$ cat config.mk
export PLATFORM = sky130hd
export DESIGN_NAME = integer_to_ascii_formatter_core
export DESIGN_NICKNAME = d
export VERILOG_FILES = /design/src/hdl/iaf_pkg.sv /design/src/hdl/integer_to_ascii_formatter_core.sv /design/src/hdl/iaf_ram.sv /design/src/hdl/iaf_front.sv /design/src/hdl/iaf_queue.sv /design/src/hdl/iaf_back.sv
export SDC_FILE = /design/constraint.sdc
export NUM_CORES = 1
export LEC_CHECK = 0
export BUFFER_PORTS_ARGS = -buffer_cell sky130_fd_sc_hd__buf_4
export CAP_MARGIN = 40
export CORE_AREA = 2 2 276 278
export DETAILED_ROUTE_END_ITERATION = 10
export DIE_AREA = 0 0 278 280
export PLACE_DENSITY = 0.73
export SYNTH_ARGS = -nofsm -noshare
export SYNTH_HDL_FRONTEND = slang
export SYNTH_SLANG_ARGS = --single-unit
$ cat constraint.sdc
create_clock -name clk_i -period 43.8 [get_ports clk_i]
set_input_delay 13.14 -clock clk_i [delete_from_list [all_inputs] [get_ports clk_i]]
set_output_delay 13.14 -clock clk_i [all_outputs]
set_load 0.01 [all_outputs]
$ cat src/hdl/iaf_pkg.sv
// ----------------------------------------------------------------------------
// Integer-to-ASCII formatter package
// Shared type, constants and a helper function.
// ----------------------------------------------------------------------------
package iaf_pkg;

  localparam int MaxChars = 64;
  localparam int InWidth  = 96;
  localparam int OutWidth = 8;

  localparam logic [7:0] ChZero  = 8'h30;
  localparam logic [7:0] ChSpace = 8'h20;
  localparam logic [7:0] ChPlus  = 8'h2b;
  localparam logic [7:0] ChMinus = 8'h2d;
  localparam logic [7:0] ChLowX  = 8'h78;
  localparam logic [7:0] ChCapX  = 8'h58;
  localparam logic [7:0] ChLowA  = 8'h61;
  localparam logic [7:0] ChCapA  = 8'h41;

  typedef struct packed {
    logic [63:0]       mag;
    logic [5:0]        radix;
    logic [5:0]        fw;
    logic signed [6:0] prec;
    logic              upper;
    logic              left;
    logic              has_sign;
    logic [7:0]        sign_char;
    logic              zero_fill;
    logic [1:0]        pfx;
    logic              bad;
  } iaf_desc_t;

  function automatic logic [7:0] digit_char(logic [5:0] r, logic upper);
    logic [7:0] r8;
    r8 = {2'b00, r};
    if (r < 6'd10) begin
      return ChZero + r8;
    end
    return (upper ? ChCapA : ChLowA) + r8 - 8'd10;
  endfunction

endpackage

$ cat src/hdl/integer_to_ascii_formatter_core.sv
// ----------------------------------------------------------------------------
// Integer-to-ASCII formatter core
// Converts one integer with printf-style settings into a stream of characters.
// ----------------------------------------------------------------------------
// Each accepted item produces up to 64 character beats, or one error beat for
// an invalid radix. An item leaves the queue; the radix divider, which
// retires 8 quotient bits a cycle, then writes each digit into the digit
// store; a setup step sizes the field; and the fields are emitted one
// character per beat, each digit waiting on its digit store read. A beat
// that waits for the receiver stalls the emission. A two-entry queue lets
// new items be accepted while the back end works.
module integer_to_ascii_formatter_core (
  input  logic                        clk_i,
  input  logic                        rst_ni,
  input  logic                        s_axis_tvalid,
  output logic                        s_axis_tready,
  // number, radix, min_width, min_digits, operand_size, is_signed,
  // upper_case, pad_right, force_plus, blank_sign, alt_prefix, zero_pad
  input  logic [iaf_pkg::InWidth-1:0] s_axis_tdata,
  output logic                        m_axis_tvalid,
  input  logic                        m_axis_tready,
  // out_char
  output logic [iaf_pkg::OutWidth-1:0] m_axis_tdata,
  output logic                        m_axis_tlast,
  // bad_radix, truncated
  output logic [1:0]                  m_axis_tuser
);
  import iaf_pkg::*;

  iaf_desc_t front_desc, queue_desc;
  logic      full, empty, pop, push;

  assign s_axis_tready = !full;
  assign push          = s_axis_tvalid && !full;

  iaf_front u_front (
    .tdata_i (s_axis_tdata),
    .desc_o  (front_desc)
  );

  iaf_queue u_queue (
    .clk_i   (clk_i),
    .rst_ni  (rst_ni),
    .push_i  (push),
    .wdata_i (front_desc),
    .full_o  (full),
    .pop_i   (pop),
    .empty_o (empty),
    .rdata_o (queue_desc)
  );

  iaf_back u_back (
    .clk_i      (clk_i),
    .rst_ni     (rst_ni),
    .empty_i    (empty),
    .desc_i     (queue_desc),
    .pop_o      (pop),
    .m_tvalid_o (m_axis_tvalid),
    .m_tready_i (m_axis_tready),
    .m_char_o   (m_axis_tdata),
    .m_last_o   (m_axis_tlast),
    .m_bad_o    (m_axis_tuser[0]),
    .m_trunc_o  (m_axis_tuser[1])
  );

endmodule

$ cat src/hdl/iaf_ram.sv
// ----------------------------------------------------------------------------
// Generic RAM
// One write port and one read port with registered read data.
// ----------------------------------------------------------------------------
module iaf_ram #(
  parameter int WIDTH = 8,
  parameter int DEPTH = 64
) (
  input  logic                     clk_i,
  input  logic                     we_i,
  input  logic [$clog2(DEPTH)-1:0] waddr_i,
  input  logic [WIDTH-1:0]         wdata_i,
  input  logic [$clog2(DEPTH)-1:0] raddr_i,
  output logic [WIDTH-1:0]         rdata_o
);

  logic [WIDTH-1:0] mem [DEPTH];

  always_ff @(posedge clk_i) begin
    if (we_i) begin
      mem[waddr_i] <= wdata_i;
    end
    rdata_o <= mem[raddr_i];
  end

endmodule

$ cat src/hdl/iaf_front.sv
// ----------------------------------------------------------------------------
// Formatter front end
// Masks the operand, resolves sign, fill and prefix, and checks the radix.
// ----------------------------------------------------------------------------
module iaf_front (
  input  logic [iaf_pkg::InWidth-1:0] tdata_i,
  output iaf_pkg::iaf_desc_t          desc_o
);
  import iaf_pkg::*;

  logic [63:0] num;
  logic [5:0]  radix;
  logic [1:0]  size;
  logic        sgn, plus, space, alt, zpad, left;
  logic [63:0] mask, x;
  logic        neg;

  assign num   = tdata_i[63:0];
  assign radix = tdata_i[69:64];
  assign size  = tdata_i[84:83];
  assign sgn   = tdata_i[85];
  assign left  = tdata_i[87];
  assign plus  = tdata_i[88];
  assign space = tdata_i[89];
  assign alt   = tdata_i[90];
  assign zpad  = tdata_i[91];

  always_comb begin
    unique case (size)
      2'd0:    mask = 64'h0000_0000_0000_00ff;
      2'd1:    mask = 64'h0000_0000_0000_ffff;
      2'd2:    mask = 64'h0000_0000_ffff_ffff;
      default: mask = '1;
    endcase
    x = num & mask;
    unique case (size)
      2'd0:    neg = sgn & x[7];
      2'd1:    neg = sgn & x[15];
      2'd2:    neg = sgn & x[31];
      default: neg = sgn & x[63];
    endcase

    desc_o.radix     = radix;
    desc_o.fw        = tdata_i[75:70];
    desc_o.prec      = tdata_i[82:76];
    desc_o.upper     = tdata_i[86];
    desc_o.left      = left;
    desc_o.zero_fill = zpad & ~left;
    desc_o.bad       = (radix < 6'd2) || (radix > 6'd36);
    desc_o.pfx       = (x != 64'd0 && alt) ? ((radix == 6'd16) ? 2'd2 : 2'd1) : 2'd0;
    if (neg) begin
      desc_o.mag       = (64'd0 - x) & mask;
      desc_o.has_sign  = 1'b1;
      desc_o.sign_char = ChMinus;
    end else begin
      desc_o.mag       = x;
      desc_o.has_sign  = (sgn || size == 2'd3) && (plus || space);
      desc_o.sign_char = plus ? ChPlus : ChSpace;
    end
  end

endmodule

$ cat src/hdl/iaf_queue.sv
// ----------------------------------------------------------------------------
// Descriptor queue
// Two-entry queue that decouples the front end from the back end.
// ----------------------------------------------------------------------------
module iaf_queue (
  input  logic               clk_i,
  input  logic               rst_ni,
  input  logic               push_i,
  input  iaf_pkg::iaf_desc_t wdata_i,
  output logic               full_o,
  input  logic               pop_i,
  output logic               empty_o,
  output iaf_pkg::iaf_desc_t rdata_o
);
  import iaf_pkg::*;

  iaf_desc_t  entry_q [2];
  logic       wptr_q, wptr_d, rptr_q, rptr_d;
  logic [1:0] count_q, count_d;

  assign full_o  = count_q == 2'd2;
  assign empty_o = count_q == 2'd0;
  assign rdata_o = entry_q[rptr_q];

  always_comb begin
    wptr_d  = wptr_q ^ push_i;
    rptr_d  = rptr_q ^ pop_i;
    count_d = count_q + {1'b0, push_i} - {1'b0, pop_i};
  end

  always_ff @(posedge clk_i or negedge rst_ni) begin
    if (!rst_ni) begin
      wptr_q  <= 1'b0;
      rptr_q  <= 1'b0;
      count_q <= 2'd0;
    end else begin
      wptr_q  <= wptr_d;
      rptr_q  <= rptr_d;
      count_q <= count_d;
    end
  end

  always_ff @(posedge clk_i) begin
    if (push_i) begin
      entry_q[wptr_q] <= wdata_i;
    end
  end

endmodule

$ cat src/hdl/iaf_back.sv
// ----------------------------------------------------------------------------
// Formatter back end
// Divides out the digits into the digit store and emits the characters, or an error beat for a bad radix.
// ----------------------------------------------------------------------------
module iaf_back (
  input  logic               clk_i,
  input  logic               rst_ni,
  input  logic               empty_i,
  input  iaf_pkg::iaf_desc_t desc_i,
  output logic               pop_o,
  output logic               m_tvalid_o,
  input  logic               m_tready_i,
  output logic [7:0]         m_char_o,
  output logic               m_last_o,
  output logic               m_bad_o,
  output logic               m_trunc_o
);
  import iaf_pkg::*;

  localparam logic [2:0] StIdle  = 3'd0;
  localparam logic [2:0] StDiv   = 3'd1;
  localparam logic [2:0] StSetup = 3'd2;
  localparam logic [2:0] StEmit  = 3'd3;
  localparam logic [2:0] StErr   = 3'd4;

  localparam logic [2:0] PhPadL = 3'd0;
  localparam logic [2:0] PhSign = 3'd1;
  localparam logic [2:0] PhPfx  = 3'd2;
  localparam logic [2:0] PhZero = 3'd3;
  localparam logic [2:0] PhDig  = 3'd4;
  localparam logic [2:0] PhPadR = 3'd5;
  localparam logic [2:0] PhEnd  = 3'd6;

  logic [2:0]  state_q, state_d;
  iaf_desc_t   desc_q, desc_d;
  logic [63:0] quo_q, quo_d;
  logic [5:0]  rem_q, rem_d;
  logic [2:0]  bit_q, bit_d;
  logic [6:0]  nd_q, nd_d;
  logic [5:0]  zeros_q, zeros_d, padw_q, padw_d;
  logic [6:0]  cnt_q, cnt_d;
  logic        trunc_q, trunc_d;
  logic [2:0]  p_q, p_d;
  logic [6:0]  pos_q, pos_d, k_q, k_d;
  logic        rd_ok_q, rd_ok_d;
  logic        ov_q, ov_d, oc_last_q, oc_last_d, ob_q, ob_d, ot_q, ot_d;
  logic [7:0]  oc_q, oc_d;

  logic [63:0] dq;
  logic [6:0]  dr;
  logic        we;
  logic [7:0]  wdata, rdata;
  logic [5:0]  raddr;
  logic        out_free;
  logic [2:0]  phase;
  logic [6:0]  plen;
  logic [7:0]  pch;
  logic [7:0]  n_all, n_dig, fw8, w8, sp8, len8;
  logic [6:0]  prec_pos;

  assign out_free = !ov_q || m_tready_i;
  assign raddr    = 6'(nd_q - 7'd1 - pos_q);
  assign wdata    = digit_char(dr[5:0], desc_q.upper);
  assign pop_o    = (state_q == StIdle) && !empty_i;

  iaf_ram #(.WIDTH(8), .DEPTH(MaxChars)) u_digits (
    .clk_i   (clk_i),
    .we_i    (we),
    .waddr_i (nd_q[5:0]),
    .wdata_i (wdata),
    .raddr_i (raddr),
    .rdata_o (rdata)
  );

  always_comb begin
    dq = quo_q;
    dr = {1'b0, rem_q};
    for (int i = 0; i < 8; i++) begin
      dr = {dr[5:0], dq[63]};
      dq = {dq[62:0], 1'b0};
      if (dr >= {1'b0, desc_q.radix}) begin
        dr    = dr - {1'b0, desc_q.radix};
        dq[0] = 1'b1;
      end
    end
  end

  always_comb begin
    if (p_q == PhEnd) begin
      phase = PhEnd;
    end else if (desc_q.zero_fill) begin
      unique case (p_q)
        3'd0:    phase = PhPfx;
        3'd1:    phase = PhSign;
        3'd2:    phase = PhPadL;
        3'd3:    phase = PhZero;
        3'd4:    phase = PhDig;
        default: phase = PhPadR;
      endcase
    end else begin
      unique case (p_q)
        3'd0:    phase = PhPadL;
        3'd1:    phase = PhSign;
        3'd2:    phase = PhPfx;
        3'd3:    phase = PhZero;
        3'd4:    phase = PhDig;
        default: phase = PhPadR;
      endcase
    end
    unique case (phase)
      PhPadL:  plen = desc_q.left ? 7'd0 : {1'b0, padw_q};
      PhSign:  plen = {6'd0, desc_q.has_sign};
      PhPfx:   plen = {5'd0, desc_q.pfx};
      PhZero:  plen = {1'b0, zeros_q};
      PhDig:   plen = nd_q;
      PhPadR:  plen = desc_q.left ? {1'b0, padw_q} : 7'd0;
      default: plen = 7'd0;
    endcase
    unique case (phase)
      PhPadL:  pch = desc_q.zero_fill ? ChZero : ChSpace;
      PhSign:  pch = desc_q.sign_char;
      PhPfx:   pch = (pos_q == 7'd0) ? ChZero : (desc_q.upper ? ChCapX : ChLowX);
      PhZero:  pch = ChZero;
      PhDig:   pch = rdata;
      default: pch = ChSpace;
    endcase
  end

  always_comb begin
    prec_pos = desc_q.prec[6] ? 7'd0 : 7'(desc_q.prec);
    zeros_d  = zeros_q;
    if (state_q == StSetup) begin
      zeros_d = (prec_pos > nd_q) ? 6'(prec_pos - nd_q) : 6'd0;
    end
    n_dig = {1'b0, nd_q} + {2'b00, zeros_d};
    sp8   = {7'd0, desc_q.has_sign} + {6'd0, desc_q.pfx};
    n_all = n_dig + sp8;
    fw8   = {2'b00, desc_q.fw};
    if (desc_q.zero_fill) begin
      w8 = (fw8 > n_dig) ? fw8 - n_dig : 8'd0;
      w8 = (w8 > sp8) ? w8 - sp8 : 8'd0;
    end else begin
      w8 = (fw8 > n_all) ? fw8 - n_all : 8'd0;
    end
    len8 = w8 + n_all;
  end

  always_comb begin
    state_d   = state_q;
    desc_d    = desc_q;
    quo_d     = quo_q;
    rem_d     = rem_q;
    bit_d     = bit_q;
    nd_d      = nd_q;
    padw_d    = padw_q;
    cnt_d     = cnt_q;
    trunc_d   = trunc_q;
    p_d       = p_q;
    pos_d     = pos_q;
    k_d       = k_q;
    rd_ok_d   = 1'b1;
    we        = 1'b0;
    ov_d      = ov_q && !m_tready_i;
    oc_d      = oc_q;
    oc_last_d = oc_last_q;
    ob_d      = ob_q;
    ot_d      = ot_q;
    unique case (state_q)
      StIdle: begin
        if (!empty_i) begin
          desc_d = desc_i;
          quo_d  = desc_i.mag;
          rem_d  = 6'd0;
          bit_d  = 3'd0;
          nd_d   = 7'd0;
          if (desc_i.bad) begin
            state_d = StErr;
          end else if (desc_i.mag == 64'd0 && desc_i.prec == 7'sd0) begin
            state_d = StSetup;
          end else begin
            state_d = StDiv;
          end
        end
      end
      StDiv: begin
        quo_d = dq;
        rem_d = dr[5:0];
        bit_d = bit_q + 3'd1;
        if (bit_q == 3'd7) begin
          we    = 1'b1;
          nd_d  = nd_q + 7'd1;
          rem_d = 6'd0;
          if (dq == 64'd0 || nd_q == 7'(MaxChars - 1)) begin
            state_d = StSetup;
          end
        end
      end
      StSetup: begin
        padw_d  = w8[5:0];
        trunc_d = len8 > 8'(MaxChars);
        cnt_d   = (len8 > 8'(MaxChars)) ? 7'(MaxChars) : len8[6:0];
        p_d     = 3'd0;
        pos_d   = 7'd0;
        k_d     = 7'd0;
        state_d = StEmit;
      end
      StEmit: begin
        if (phase == PhEnd) begin
          state_d = StIdle;
        end else if (pos_q >= plen) begin
          p_d     = p_q + 3'd1;
          pos_d   = 7'd0;
          rd_ok_d = 1'b0;
        end else if ((phase != PhDig || rd_ok_q) && out_free) begin
          ov_d      = 1'b1;
          oc_d      = pch;
          ob_d      = 1'b0;
          oc_last_d = (k_q + 7'd1) == cnt_q;
          ot_d      = ((k_q + 7'd1) == cnt_q) && trunc_q;
          pos_d     = pos_q + 7'd1;
          k_d       = k_q + 7'd1;
          rd_ok_d   = 1'b0;
          if ((k_q + 7'd1) == cnt_q) begin
            state_d = StIdle;
          end
        end
      end
      StErr: begin
        if (out_free) begin
          ov_d      = 1'b1;
          oc_d      = 8'd0;
          oc_last_d = 1'b1;
          ob_d      = 1'b1;
          ot_d      = 1'b0;
          state_d   = StIdle;
        end
      end
      default: state_d = StIdle;
    endcase
  end

  always_ff @(posedge clk_i or negedge rst_ni) begin
    if (!rst_ni) begin
      state_q <= StIdle;
      ov_q    <= 1'b0;
      k_q     <= 7'd0;
      rd_ok_q <= 1'b0;
    end else begin
      state_q <= state_d;
      ov_q    <= ov_d;
      k_q     <= k_d;
      rd_ok_q <= rd_ok_d;
    end
  end

  always_ff @(posedge clk_i) begin
    desc_q    <= desc_d;
    quo_q     <= quo_d;
    rem_q     <= rem_d;
    bit_q     <= bit_d;
    nd_q      <= nd_d;
    zeros_q   <= zeros_d;
    padw_q    <= padw_d;
    cnt_q     <= cnt_d;
    trunc_q   <= trunc_d;
    p_q       <= p_d;
    pos_q     <= pos_d;
    oc_q      <= oc_d;
    oc_last_q <= oc_last_d;
    ob_q      <= ob_d;
    ot_q      <= ot_d;
  end

  assign m_tvalid_o = ov_q;
  assign m_char_o   = oc_q;
  assign m_last_o   = oc_last_q;
  assign m_bad_o    = ob_q;
  assign m_trunc_o  = ot_q;

endmodule
* Word level (Yosys, flattened, before mapping)
Memories as Yosys holds them, arrays and structs flattened. A register that Yosys moved wholly into a read port is not among the register bits.
Cells that the tools add are included.
** Word-level totals
- Bits in writable memories :: 708
- Flip-flop bits (word level) :: 170
- Memories kept :: 2
- Output and inout port bits :: 13
- Logic and storage cells :: 275
** Memory list
- u_back.u_digits.mem :: depth 64, width 8, read ports 1, clocked after Yosys merged registers in 1, wr ports 1, line iaf_ram.sv:17 : logic [WIDTH-1:0] mem [DEPTH];
- u_queue.entry_q :: depth 2, width 98, read ports 1, clocked after Yosys merged registers in 0, wr ports 1, line iaf_queue.sv:17 : iaf_desc_t entry_q [2];
** Cells by class
- $add $sub $neg :: 29
- Reductions and logical operators :: 39
- Bitwise gates (word level) :: 11
- Mux-type cells :: 111
- Equality and inequality tests :: 36
- Order comparisons :: 17
** Operators by type and width (number)
- 64-bit one-hot mux with 3 select lines :: 1
- 64-bit AND :: 2
- 64-bit logical NOT :: 2
- 64-bit two-way mux :: 2
- 64-bit one-hot mux with 2 select lines :: 1
- 6-bit two-way mux :: 17
- 8-bit two-way mux :: 11
- 64-bit nonzero test :: 1
- 1-bit by 64-bit subtractor with 64-bit output, first input constant :: 1
- 6-bit subtractor :: 10
- 7-bit by 6-bit greater-or-equal comparator with 1-bit output :: 8
- 7-bit two-way mux :: 8
- 3-bit one-hot mux with 5 select lines :: 3
- 3-bit two-way mux :: 14
- 7-bit one-hot mux with 2 select lines :: 3
- 7-bit one-hot mux with 6 select lines :: 1
- 8-bit one-hot mux with 5 select lines :: 1
- 1-bit two-way mux :: 34
- 7-bit by 1-bit adder with 7-bit output, second input constant :: 3
- 3-bit == test, second input constant :: 7
- 3-bit by 2-bit == test with 1-bit output, second input constant :: 6
- 8-bit adder :: 2
- 6-bit by 8-bit greater-than comparator with 1-bit output :: 2
- 8-bit one-hot mux with 2 select lines :: 1
- other kinds (52) :: 102

* Logic depth before layout (Yosys ltp)
Gate-level depths: netlist of the first run.
- Depth in word-level cells :: 21
- Depth in mapped cells :: 93
- Mapped depth without buffers :: 89

* Cells and area by module
A second synthesis of the first run with hierarchy kept.
** Second synthesis, totals
- Cell total of the unflattened synthesis :: 3124
- Area, all modules :: 43173.9 µm²
** By module, submodules not included
- iaf_ram :: cells an instance 967, times used 1, seq. area each 15534.9 µm², area an instance 20236.9 µm²
- iaf_back :: cells an instance 1369, times used 1, seq. area each 4864.7 µm², area an instance 12746.0 µm²
- iaf_queue :: cells an instance 321, times used 1, seq. area each 5985.7 µm², area an instance 7308.3 µm²
- iaf_front :: cells an instance 465, times used 1, seq. area each 0.0 µm², area an instance 2872.8 µm²
- integer_to_ascii_formatter_core :: cells an instance 2, times used 1, seq. area each 0.0 µm², area an instance 10.0 µm²

* Least setup slack after synthesis of the first run
OpenSTA, ideal clock, no wires.
- Path type :: register -> register
- From :: reg u_back.desc_q[29] (netlist name)
- To :: mem u_back.u_digits.mem[0][7] (data pin)
- Cell stages (with the launch flop) :: 86
- Path slack :: 23.741 ns
- Setup time :: 0.721 ns
- Data arrival time :: 19.338 ns
- Cells stage by stage :: edfxtp_1 inv_1 ha_1 a21o_1 a31oi_1 o21ai_1 o21ai_0 inv_1 ha_1 nor2b_1 o21ai_1 a21boi_0 nor2_1 nand2_4 o21a_1 ha_1 nor2b_1 o211ai_1 [50 not listed] a21oi_1 ha_1 a21o_1 a21o_1 a21o_1 a21o_1 a31o_2 a21o_1 a211oi_1 mux2_4 buf_4 nor2_1 a21oi_1 ha_1 inv_1 ha_1 or3_1 a211oi_1
** Between the ends
- Word-level cells in the longest chain between the ends :: 19
** Ends and longest elaborated chain
- from (decl) :: line iaf_back.sv:35 : iaf_desc_t desc_q, desc_d;
- from (signal assigned) :: line iaf_back.sv:257 : desc_q <= desc_d;
- 6-bit subtractor or 7-bit by 6-bit greater-or-equal comparator with 1-bit output (tied branches) :: line iaf_back.sv:82, iaf_back.sv:81
- 6-bit two-way mux :: line iaf_back.sv:81 : if (dr >= {1'b0, desc_q.radix}) begin
- 6-bit subtractor or 7-bit by 6-bit greater-or-equal comparator with 1-bit output (tied branches) :: line iaf_back.sv:82, iaf_back.sv:81
- 6-bit two-way mux :: line iaf_back.sv:81
- 6-bit subtractor or 7-bit by 6-bit greater-or-equal comparator with 1-bit output (tied branches) :: line iaf_back.sv:82, iaf_back.sv:81
- 6-bit two-way mux :: line iaf_back.sv:81
- 6-bit subtractor or 7-bit by 6-bit greater-or-equal comparator with 1-bit output (tied branches) :: line iaf_back.sv:82, iaf_back.sv:81
- 6-bit two-way mux :: line iaf_back.sv:81
- [4 not listed]
- 6-bit subtractor or 7-bit by 6-bit greater-or-equal comparator with 1-bit output (tied branches) :: line iaf_back.sv:82, iaf_back.sv:81
- 6-bit two-way mux :: line iaf_back.sv:81
- 6-bit subtractor or 7-bit by 6-bit greater-or-equal comparator with 1-bit output (tied branches) :: line iaf_back.sv:82, iaf_back.sv:81
- 6-bit two-way mux * :: line iaf_back.sv:81
- 8-bit by 6-bit adder with 8-bit output or 6-bit by 4-bit < comparator with 1-bit output (tied branches) :: line iaf_pkg.sv:40, iaf_pkg.sv:37
- 8-bit by 4-bit subtractor with 8-bit output or 1-bit two-way mux (tied branches) :: line iaf_pkg.sv:40, iaf_pkg.sv:37
- 8-bit two-way mux * :: line iaf_pkg.sv:40 : return (upper ? ChCapA : ChLowA) + r8 - 8'd10;
- named net u_back.u_digits.wdata_i[7] :: line iaf_ram.sv:12 : input logic [WIDTH-1:0] wdata_i,
- to (decl) :: line iaf_ram.sv:17
Mark *: on every way through the listed nets, which the timed path passes. The rest lies on a longest branch.

* Worst setup path in the final report of the first run
- From :: reg u_back.desc_q[29] (netlist name)
- To :: mem u_back.u_digits.mem[19][3] (data pin)
** Between the ends
- Word-level cells in the longest chain between the ends :: 19
** Ends and longest elaborated chain
- 6-bit subtractor or 7-bit by 6-bit greater-or-equal comparator with 1-bit output (tied branches) :: line iaf_back.sv:82, iaf_back.sv:81
- 6-bit two-way mux :: line iaf_back.sv:81
- 6-bit subtractor or 7-bit by 6-bit greater-or-equal comparator with 1-bit output (tied branches) :: line iaf_back.sv:82, iaf_back.sv:81
- 6-bit two-way mux :: line iaf_back.sv:81
- 6-bit subtractor or 7-bit by 6-bit greater-or-equal comparator with 1-bit output (tied branches) :: line iaf_back.sv:82, iaf_back.sv:81
- 6-bit two-way mux :: line iaf_back.sv:81
- 6-bit subtractor or 7-bit by 6-bit greater-or-equal comparator with 1-bit output (tied branches) :: line iaf_back.sv:82, iaf_back.sv:81
- 6-bit two-way mux :: line iaf_back.sv:81
- [5 not listed]
- 6-bit two-way mux :: line iaf_back.sv:81
- 6-bit subtractor or 7-bit by 6-bit greater-or-equal comparator with 1-bit output (tied branches) :: line iaf_back.sv:82, iaf_back.sv:81
- 6-bit two-way mux * :: line iaf_back.sv:81
- named net u_back.dr[3] :: line iaf_back.sv:50 : logic [6:0] dr;
- 8-bit by 6-bit adder with 8-bit output, or another cell as far along :: line iaf_pkg.sv:40
- 8-bit by 4-bit subtractor with 8-bit output, or another cell as far along :: line iaf_pkg.sv:40
- 8-bit two-way mux * :: line iaf_pkg.sv:40
- named net u_back.u_digits.wdata_i[3] :: line iaf_ram.sv:12
Mark *: on every way through the listed nets, which the timed path passes. The rest lies on a longest branch. The select of a mux whose other input is x is not followed.

==> metrics.txt, run 1 <==
overall global routing resource usage 24.5%; Synthesis Warnings 0; Mapped Avg Cell Area 14.9 sq um; Detailed Route Iter0 Violations between 2k and 2.5k; fill count 5,451; Distinct cells, synth 88; adder-cell share of the synthesized area approximately 4.6%; pre-CTS WS 22.89 ns; mux contribution to synthesized area roughly an eighth; Crit path arrival time around 21 ns; residual DRC count 0; Top delay family on crit path compound AO/OA/AOI/OAI gates; setup_tns 0 ns; H-tree depth 3; post-synth net total approximately 3.0k; Clock Tree Buf Depth 3; Startpoint Class flip-flop; Inst Count DP 3,752; share of layout cells above drive strength 1 17.5%; Worst-Margin Slew roughly 0.88 ns; main combinational cell family by area after synthesis multiplexers; # port buffers 108; Final nets roughly 3.1k; CTS Sinks 871; initial antenna violation count 0; Final ANT Viol Nets 0; sequential standard cell area ~26,000 sq um; Hold WS 0.525 ns; simple-gate share of the synthesized area under 10%; flop2flop setup slack around 23 ns; final cell count without fillers approximately 3.9k; WP data required 44.15 ns; area share of the largest cell type after synthesis 62.0%; slowest cell delay on critical path about 0.7 ns; max cap viols 0; die area between 70,000 and 80,000 sq um; chip width between 200 and 300 microns; Final Setup Violations 0; n_diodes 0; Vert. Die Dim approximately 280 microns; hold crit path type reg -> reg; Area contributors post-synth edfxtp_1 62%, mux4_2 8.9%, ha_1 3.8%; Metal-1 WL roughly 38,000 microns; uppermost layer routed met4; vias per inst around 6.1; unrepaired setup endpoints after global routing false; Crit. End Element flip-flop; Worst Slack Setup Final 22.68 ns; Critical-path top delay cell edfxtp_1; first-pass GRT wire length ~140,000 microns; CTS hold repair buffers 0; GP Congestion slightly above 0.9; CP max FO 64; Synth Register Bits slightly below 900; Post-synth top flop edfxtp_1; DP HPWL between 60,000 and 70,000 microns; post-synth top area cell edfxtp_1; Max Clock Freq 0.0474 GHz; final wirelength between 90,000 and 100,000 microns; register area share after synthesis 63.7%; postcts setup bufs 0; aggregate global routing overflow 0; vias in the first global route 24.6k; CTS buffer count slightly below 90; most common cell after layout, fill and taps aside edfxtp_1; Row Count roughly 100; Worst-path clk slew 0.06 ns; Max Clock Skew about 0.033 ns; CORE AREA approximately 75,000 sq um; Max-slew headroom roughly two fifths; max-slew violations 0; TritonCTS clock tree done; crit path time final roughly 21 ns; wire length on met2 between 40,000 and 50,000 microns; Routed WL per cell 24.2 microns; EDFF count, synth roughly 840; Cells after Synth ~2.7k; Initial Util 54.2%; Vias ~24k; Syn-to-layout area delta 12.4%; Tcrit/Tclk final 48.2%; number of gates resized after CTS 0; commonest cells after routing, fill and taps aside 841 x edfxtp_1, 199 x nor2_1, 160 x mux4_2; clk_lat worst skew 0.67 ns; status completed; clock root buffer clkbuf_16; XOR/XNOR Fraction of Synth Area 3.05%; Worst Path Buf+Inv 8; IO Pins around 110; Multi-input gate area 14,100 sq um; fraction of the mapped netlist area in compound gates under 10%; Initial DRT Pass Iterations 5; CP Class reg -> reg; routed wl met3 ~7000 microns; Mapped Area around 41,000 sq um; Hold Fails Final Rpt 0; async set or reset register ratio after synthesis 1.84%; pin count of the biggest net entering global routing roughly 100
[cell usage after synthesis, drive strengths merged (7+ instances only)]
library cell and instances:
inv 104, or3 28, a21o 46, or2 7, ha 123, nand2b 24
mux2 43, mux2i 87, nand4 15, o21ai 138, o21a 11, dfrtp 16
xnor2 95, a21oi 111, xor2 47, and2 24, clkbuf 82, edfxtp 841
nand2 152, nor2 200, o211ai 7, dfxtp 14, mux4 160, buf 23
or4 7, and3 16, o31ai 20, fa 17, nor2b 37, nor4 53
a21boi 10, a31oi 7, a211oi 21, nand3 28, nor3 40
[metal layers]
metal | vias up | GRT usage, %
li1 | 10800 | -
met1 | 12000 | 32.0
met2 | 1019 | 41.4
met3 | 183 | 3.91
met4 | 0 | 9.51
met5 | - | 0
[stage by stage]
step	utilization, %	area (sq um)
6_report	60.9	45800
3_5_place_dp	57.0	42900
5_1_grt	60.9	45800
3_3_place_gp	56.7	42700
4_1_cts	60.9	45800
2_1_floorplan	-	40700
[worst reg2reg max path: cells and delay by family (launching register included)]
| family | cells | cell delay, ns |
|---|---|---|
| buffers and inverters | 8 | 1.63 |
| AOI/OAI and AO/OA | 44 | 10.70 |
| adders and majority gates | 9 | 2.68 |
| muxes | 4 | 1.15 |
| DFF | 1 | 0.70 |
| and+or+nand+nor | 19 | 3.96 |
[registers in the layout, summed over array words and instances (netlist names), 7 cells and up]
signal	cells
u_back.pos_q	7
u_back.quo_q	64
u_back.k_q	7
u_back.desc_q	28
u_back.cnt_q	7
u_queue.entry_q	186
u_back.nd_q	7
u_back.u_digits.mem	512
u_back.m_char_o	8
u_back.u_digits.rdata_o	8
[layout make-up]
cell class	count	share of cell area, %
Sequential cell	871	56.7
Multi-Input combinational cell	1651	30.8
Clock buffer	105	4.97
Timing Repair Buffer	146	2.70
Tap cell	978	2.67
Clock inverter	51	1.35
Inverter	106	0.869
[cells by family (layout without fill, tap and decap cells)]
group / Yosys count / after routing
buffers and inverters: 211 / 408
adders and majority gates: 140 / 140
other: 1 / 1
xor gates and xnor gates: 142 / 142
DFF: 871 / 871
and+or+nand+nor: 646 / 646
muxes: 290 / 290
AOI/OAI and AO/OA: 432 / 432
[path summary, 6_finish.rpt]
| kind | start | end | cells after the start |
|---|---|---|---|
| setup reg to reg | u_back.desc_q[29]$_DFFE_PP_ | u_back.u_digits.mem[19][3]$_DFFE_PP_ | 84 |
| max in group asynchronous | rst_ni | u_queue.rptr_q$_DFF_PN0_ | 1 |
| hold reg to reg | u_back.k_q[6]$_DFFE_PN0P_ | u_back.k_q[6]$_DFFE_PN0P_ | 1 |
| min in group asynchronous | rst_ni | u_queue.wptr_q$_DFF_PN0_ | 1 |
| setup / recovery | u_back.desc_q[29]$_DFFE_PP_ | u_back.u_digits.mem[19][3]$_DFFE_PP_ | 84 |
| hold / removal | u_back.k_q[6]$_DFFE_PN0P_ | u_back.k_q[6]$_DFFE_PN0P_ | 1 |
Power of run 1 is not shown: default switching activity piles up to over one toggle a cycle in this logic, so the estimate is an artifact.
==> inputs of run 2 (changes only) <==
--- a/config.mk
+++ b/config.mk
@@ -10,7 +10,7 @@
 export CORE_AREA = 2 2 276 278
 export DETAILED_ROUTE_END_ITERATION = 10
 export DIE_AREA = 0 0 278 280
-export PLACE_DENSITY = 0.73
+export PLACE_DENSITY = 0.76
 export SYNTH_ARGS = -nofsm -noshare
 export SYNTH_HDL_FRONTEND = slang
 export SYNTH_SLANG_ARGS = --single-unit
==> constraint.sdc (replaced) <==
create_clock -name clk_i -period 17.5 [get_ports clk_i]
set_input_delay 5.25 -clock clk_i [delete_from_list [all_inputs] [get_ports clk_i]]
set_output_delay 5.25 -clock clk_i [all_outputs]
set_load 0.01 [all_outputs]
==> metrics.txt, run 2 (synthesized netlist as in run 1, its figures left out) <==
initial antenna violation count 0 (unchanged); Initial DRT Pass Iterations 5 (unchanged); Routed WL per cell 24.0 microns (-1.0%); overall global routing resource usage 24.3% (-0.11 points); share of layout cells above drive strength 1 20.6% (+3.1 points); clock root buffer clkbuf_16; max cap viols 0 (unchanged); Critical-path top delay cell edfxtp_1; aggregate global routing overflow 0 (unchanged); Tcrit/Tclk final 95.0% (+47 points); CTS Sinks 871 (unchanged); Reg2Reg Launch Point u_back.desc_q[28]$_DFFE_PP_; Inst Count DP 3,803 (+1.4%); WP data required 17.90 ns (-26.25 ns); Largest Register u_back.u_digits.mem; hold crit path type reg -> reg; Crit. End Element flip-flop; crit path time final 16.63 ns (-4.49 ns); flop2flop setup slack 0.87 ns (-21.81 ns); GP Congestion 0.903 (-0.24%); Max Clock Freq 0.0601 GHz (+27%); status completed; Max-slew headroom 33.5% (-7.8 points); Largest register FFs 512 (unchanged); Worst Slack Setup Final 0.870 ns (-21.81 ns); # port buffers 108 (unchanged); Top Registers u_back.u_digits.mem x512, u_queue.entry_q x186, u_back.quo_q x64; Top delay family on crit path compound AO/OA/AOI/OAI gates; Vias 24.4k (+1.6%); slowest cell delay on critical path 0.45 ns (-0.25 ns); Final nets 3,163 (+1.9%); Max Clock Skew 0.0663 ns (+0.0330 ns); CP max FO 24 (-63%); Worst-Margin Slew 0.988 ns (+0.109 ns); pin count of the biggest net entering global routing 88 (-13%); vias in the first global route 24.5k (-0.26%); final cell count without fillers 3,972 (+1.6%); Startpoint Class flip-flop; chip width 278 microns (unchanged); Min-Delay Endpoint u_queue.count_q[1]$_DFF_PN0_; TritonCTS clock tree done; hold path start u_queue.count_q[1]$_DFF_PN0_; residual DRC count 0 (unchanged); Detailed Route Iter0 Violations 2,313 (+11%); Worst-path clk slew 0.06 ns (about the same); CP Class reg -> reg; vias per inst 6.15 (about the same); pre-CTS WS -0.140 ns (-23.03 ns); Initial Util 54.2% (unchanged); H-tree depth 3 (unchanged); Hold Fails Final Rpt 0 (unchanged); Syn-to-layout area delta 14.3%; clk_lat worst skew 0.68 ns (about the same); hold depth 1 (unchanged); Row Count 101 (unchanged); most common cell after layout, fill and taps aside edfxtp_1; Clock Tree Buf Depth 3 (unchanged); DP HPWL 64,300 microns (+1.5%); Crit path arrival time 17.03 ns (-4.43 ns); commonest cells after routing, fill and taps aside 841 x edfxtp_1, 198 x nor2_1, 191 x buf_4; Vert. Die Dim 280 microns (unchanged); Reg2Reg Depth 81 (-3.6%); max-slew violations 0 (unchanged); CTS hold repair buffers 0 (unchanged); CTS buffer count 85 (-2.3%); first-pass GRT wire length 144,000 microns (about the same); Worst Path Buf+Inv 8 (unchanged); die area 77,800 sq um (unchanged); final wirelength 95,200 microns (+0.58%); CORE AREA 75,200 sq um (unchanged); Final ANT Viol Nets 0 (unchanged); Final Setup Violations 0 (unchanged); FF-to-FF End u_back.u_digits.mem[37][6]$_DFFE_PP_; n_diodes 0 (unchanged); IO Pins 113 (unchanged)
==> run 2: cell types whose count changed in the layout (fill, tap and decap cells not counted), moves of 4 or more <==
cell	change
buf_4	+59
clkinv_2	+11
buf_12	+9
o21ai_0	-8
a21oi_1	-6
a21oi_2	+6
clkinv_1	-5
buf_6	-4
==> run 2: area by class of cell <==
class / instances / area (sq um)
well taps: 978 / 1220
clock inverters: 59 / 666
inverters: 106 / 398
clock buffers: 99 / 2200
flip-flops and latches: 871 / 25900
repair buffers: 208 / 1790
fillers: 5265 / 28700
multi-input cells: 1651 / 14300
==> run 2: how the worst max path moves through the flow <==
| stage | depth (start not counted) | end | from |
|---|---|---|---|
| 5_1_grt | 80 | u_back.u_digits.mem[4][5]$_DFFE_PP_ | u_back.rem_q[3]$_SDFFCE_PP0P_ |
| 4_1_cts | 85 | u_back.u_digits.mem[6][6]$_DFFE_PP_ | u_back.desc_q[32]$_DFFE_PP_ |
| 3_3_place_gp | 85 | u_back.u_digits.mem[26][4]$_DFFE_PP_ | u_back.desc_q[32]$_DFFE_PP_ |
| 2_1_floorplan | 85 | u_back.u_digits.mem[0][7]$_DFFE_PP_ | u_back.desc_q[29]$_DFFE_PP_ |
| 3_5_place_dp | 84 | u_back.u_digits.mem[18][6]$_DFFE_PP_ | u_back.desc_q[32]$_DFFE_PP_ |
| 6_report | 81 | u_back.u_digits.mem[37][6]$_DFFE_PP_ | u_back.desc_q[28]$_DFFE_PP_ |
==> run 2: metrics by stage <==
step	hold slack [ns]	utilization (%)	area [sq um]	TNS, ns
after CTS	0.516	61.5	46300	0
after global placement	0.484	57.5	43200	0
after detailed placement	0.505	57.7	43400	-23.40
final	0.518	61.9	46500	0
after floorplan	0.466	-	40800	0
after global routing	0.545	61.9	46500	-2.56
==> run 2: repair_timing <==
item | in CTS | in global routing
gates resized for setup | 5 | 35
endpoints found under the setup margin | 384 | 516
buffers inserted | 0 | 7
pin swaps | 1 | 8
cloned | 0 | 1
==> run 2: metal layers <==
metal / track usage, % / vias to the layer above / wire (microns)
met2: 41.8 / 982 / 48000
met3: 3.53 / 178 / 6370
met4: 8.16 / 0 / 2950
met1: 32.1 / 12300 / 37900
met5: 0 / - / 0
li1: - / 10900 / -
Power of run 2 is left out for the same reason.
==> inputs of run 3 (changes only) <==
--- a/config.mk
+++ b/config.mk
@@ -7,10 +7,10 @@
 export LEC_CHECK = 0
 export BUFFER_PORTS_ARGS = -buffer_cell sky130_fd_sc_hd__buf_4
 export CAP_MARGIN = 40
-export CORE_AREA = 2 2 276 278
+export CORE_AREA = 2 2 345 347
 export DETAILED_ROUTE_END_ITERATION = 10
-export DIE_AREA = 0 0 278 280
-export PLACE_DENSITY = 0.76
+export DIE_AREA = 0 0 347 349
+export PLACE_DENSITY = 0.53
 export SYNTH_ARGS = -nofsm -noshare
 export SYNTH_HDL_FRONTEND = slang
 export SYNTH_SLANG_ARGS = --single-unit
==> metrics.txt, run 3 (synthesized netlist as in run 1, its figures left out) <==
IO Pins 113 (unchanged); Largest Register u_back.u_digits.mem; DP HPWL 69,500 microns (+8.0%); pin count of the biggest net entering global routing 92 (+4.5%); Max-slew headroom 37.2% (+3.8 points); commonest cells after routing, fill and taps aside 841 x edfxtp_1, 196 x nor2_1, 186 x buf_4; status completed; # port buffers 108 (unchanged); WP data required 17.89 ns (about the same); clk_lat worst skew 0.67 ns (about the same); Tcrit/Tclk final 95.5% (+0.44 points); Detailed Route Iter0 Violations 1,695 (-27%); setup_tns 0 ns (unchanged); max-slew violations 0 (unchanged); Top Registers u_back.u_digits.mem x512, u_queue.entry_q x186, u_back.quo_q x64; Crit. End Element flip-flop; Crit path arrival time 17.10 ns (+0.07 ns); die area 121,000 sq um (+56%); CTS buffer count 87 (+2.4%); Hold Fails Final Rpt 0 (unchanged); first-pass GRT wire length 149,000 microns (+3.6%); fill count 10.6k (+100%); Final nets 3,164 (+0.032%); Initial DRT Pass Iterations 7 (+2); CORE AREA 117,000 sq um (+56%); clock root buffer clkbuf_16; Final Setup Violations 0 (unchanged); Startpoint Class flip-flop; Worst-Margin Slew 0.938 ns (-0.0499 ns); Finished Cell Area 47,300 sq um (+1.6%); chip width 347 microns (+25%); Syn-to-layout area delta 16.1%; hold crit path type reg -> reg; CP Class reg -> reg; Worst-path clk slew 0.06 ns (about the same); overall global routing resource usage 16.2% (-8.1 points); Row Count 126 (+25%); max cap viols 0 (unchanged); Critical-path top delay cell or3_4; final wirelength 101,000 microns (+5.7%); Initial Util 34.7% (-19 points); H-tree depth 3 (unchanged); vias in the first global route 24.5k (-0.18%); Vias 23.7k (-2.9%); slowest cell delay on critical path 0.45 ns (about the same); Largest register FFs 512 (unchanged); residual DRC count 0 (unchanged); Routed WL per cell 22.2 microns (-7.4%); Final ANT Viol Nets 0 (unchanged); initial antenna violation count 0 (unchanged); Vert. Die Dim 349 microns (+25%); GP Congestion 0.897 (-0.64%); most common cell after layout, fill and taps aside edfxtp_1; Top delay family on crit path compound AO/OA/AOI/OAI gates; Max Clock Skew 0.0427 ns (-0.0236 ns); DP Area 44,000 sq um (+1.3%); Max Clock Freq 0.0599 GHz (-0.46%); Most common cell on crit path ha_1; CTS hold repair buffers 0 (unchanged); crit path time final 16.71 ns (+0.0774 ns); aggregate global routing overflow 0 (unchanged); Clock Tree Buf Depth 3 (unchanged); share of layout cells above drive strength 1 20.3% (-0.27 points); Worst Path Buf+Inv 10 (+2); CP max FO 16 (-33%); CTS Sinks 871 (unchanged); vias per inst 5.23 (-15%); TritonCTS clock tree done
[run 3: final timing paths]
| kind | slack (ns) | cells after the start | endpoint | from |
|---|---|---|---|---|
| max in group asynchronous | 12.76 | 1 | u_queue.rptr_q$_DFF_PN0_ | rst_ni |
| min in group asynchronous | 4.47 | 1 | u_back.state_q[1]$_DFFE_PN0P_ | rst_ni |
| worst min-delay path | 0.51 | 1 | u_back.k_q[6]$_DFFE_PN0P_ | u_back.k_q[6]$_DFFE_PN0P_ |
| worst max-delay path | 0.79 | 77 | u_back.u_digits.mem[60][5]$_DFFE_PP_ | u_back.desc_q[32]$_DFFE_PP_ |
| worst min register to register | 0.51 | 1 | u_back.k_q[6]$_DFFE_PN0P_ | u_back.k_q[6]$_DFFE_PN0P_ |
| worst max register to register | 0.79 | 77 | u_back.u_digits.mem[60][5]$_DFFE_PP_ | u_back.desc_q[32]$_DFFE_PP_ |
[run 3: worst register-to-register path: cells and delay by family, from the launching register on]
kind / cells / cell delay, ns
AO/OA/AOI/OAI: 39 / 7.77
adder cells (fa/ha/maj): 10 / 3.12
AND/OR/NAND/NOR: 13 / 2.81
buffers and inverters: 10 / 1.22
multiplexers: 5 / 1.18
flip-flops: 1 / 0.36
[run 3: final cells by class]
cell class                      instances  area [sq um]  area share (%)
Multi-Input combinational cell       1651         14300            30.3
Antenna cell                            1          2.50         0.00529
Clock buffer                          111          2270            4.80
Tap cell                             1536          1920            4.07
Sequential cell                       871         25900            54.9
Timing Repair Buffer                  207          1800            3.82
Clock inverter                         48           597            1.26
Inverter                              106           398           0.842
[run 3: what timing repair did]
action                     in CTS  in global routing
resized for setup               5                 48
buffers inserted                1                 12
cloned                          0                  5
pin swaps                       1                 13
setup endpoints to repair     448                518
[run 3: per-layer routing]
metal  wire, microns  track usage, %  share of wire, %  up-vias
li1                -               -                 -    11000
met1           42900            20.9                43    12000
met2           50700            28.4                50      618
met3            4730            2.31               4.7      128
met4            2280            4.61               2.3        0
met5               0               0                 0        -
[run 3: stage by stage]
stage | hold slack (ns) | cells | util [%] | worst slack [ns]
after floorplan | 0.466 | 2733 | - | 0.0622
after global placement | 0.492 | 4333 | 37.3 | 0.0129
after detailed placement | 0.494 | 4352 | 37.4 | -0.290
after CTS | 0.508 | 4512 | 39.9 | 0.0126
after global routing | 0.515 | 4530 | 40.2 | -0.0741
final | 0.509 | 4531 | 40.3 | 0.793
Power of run 3 is left out for the same reason.
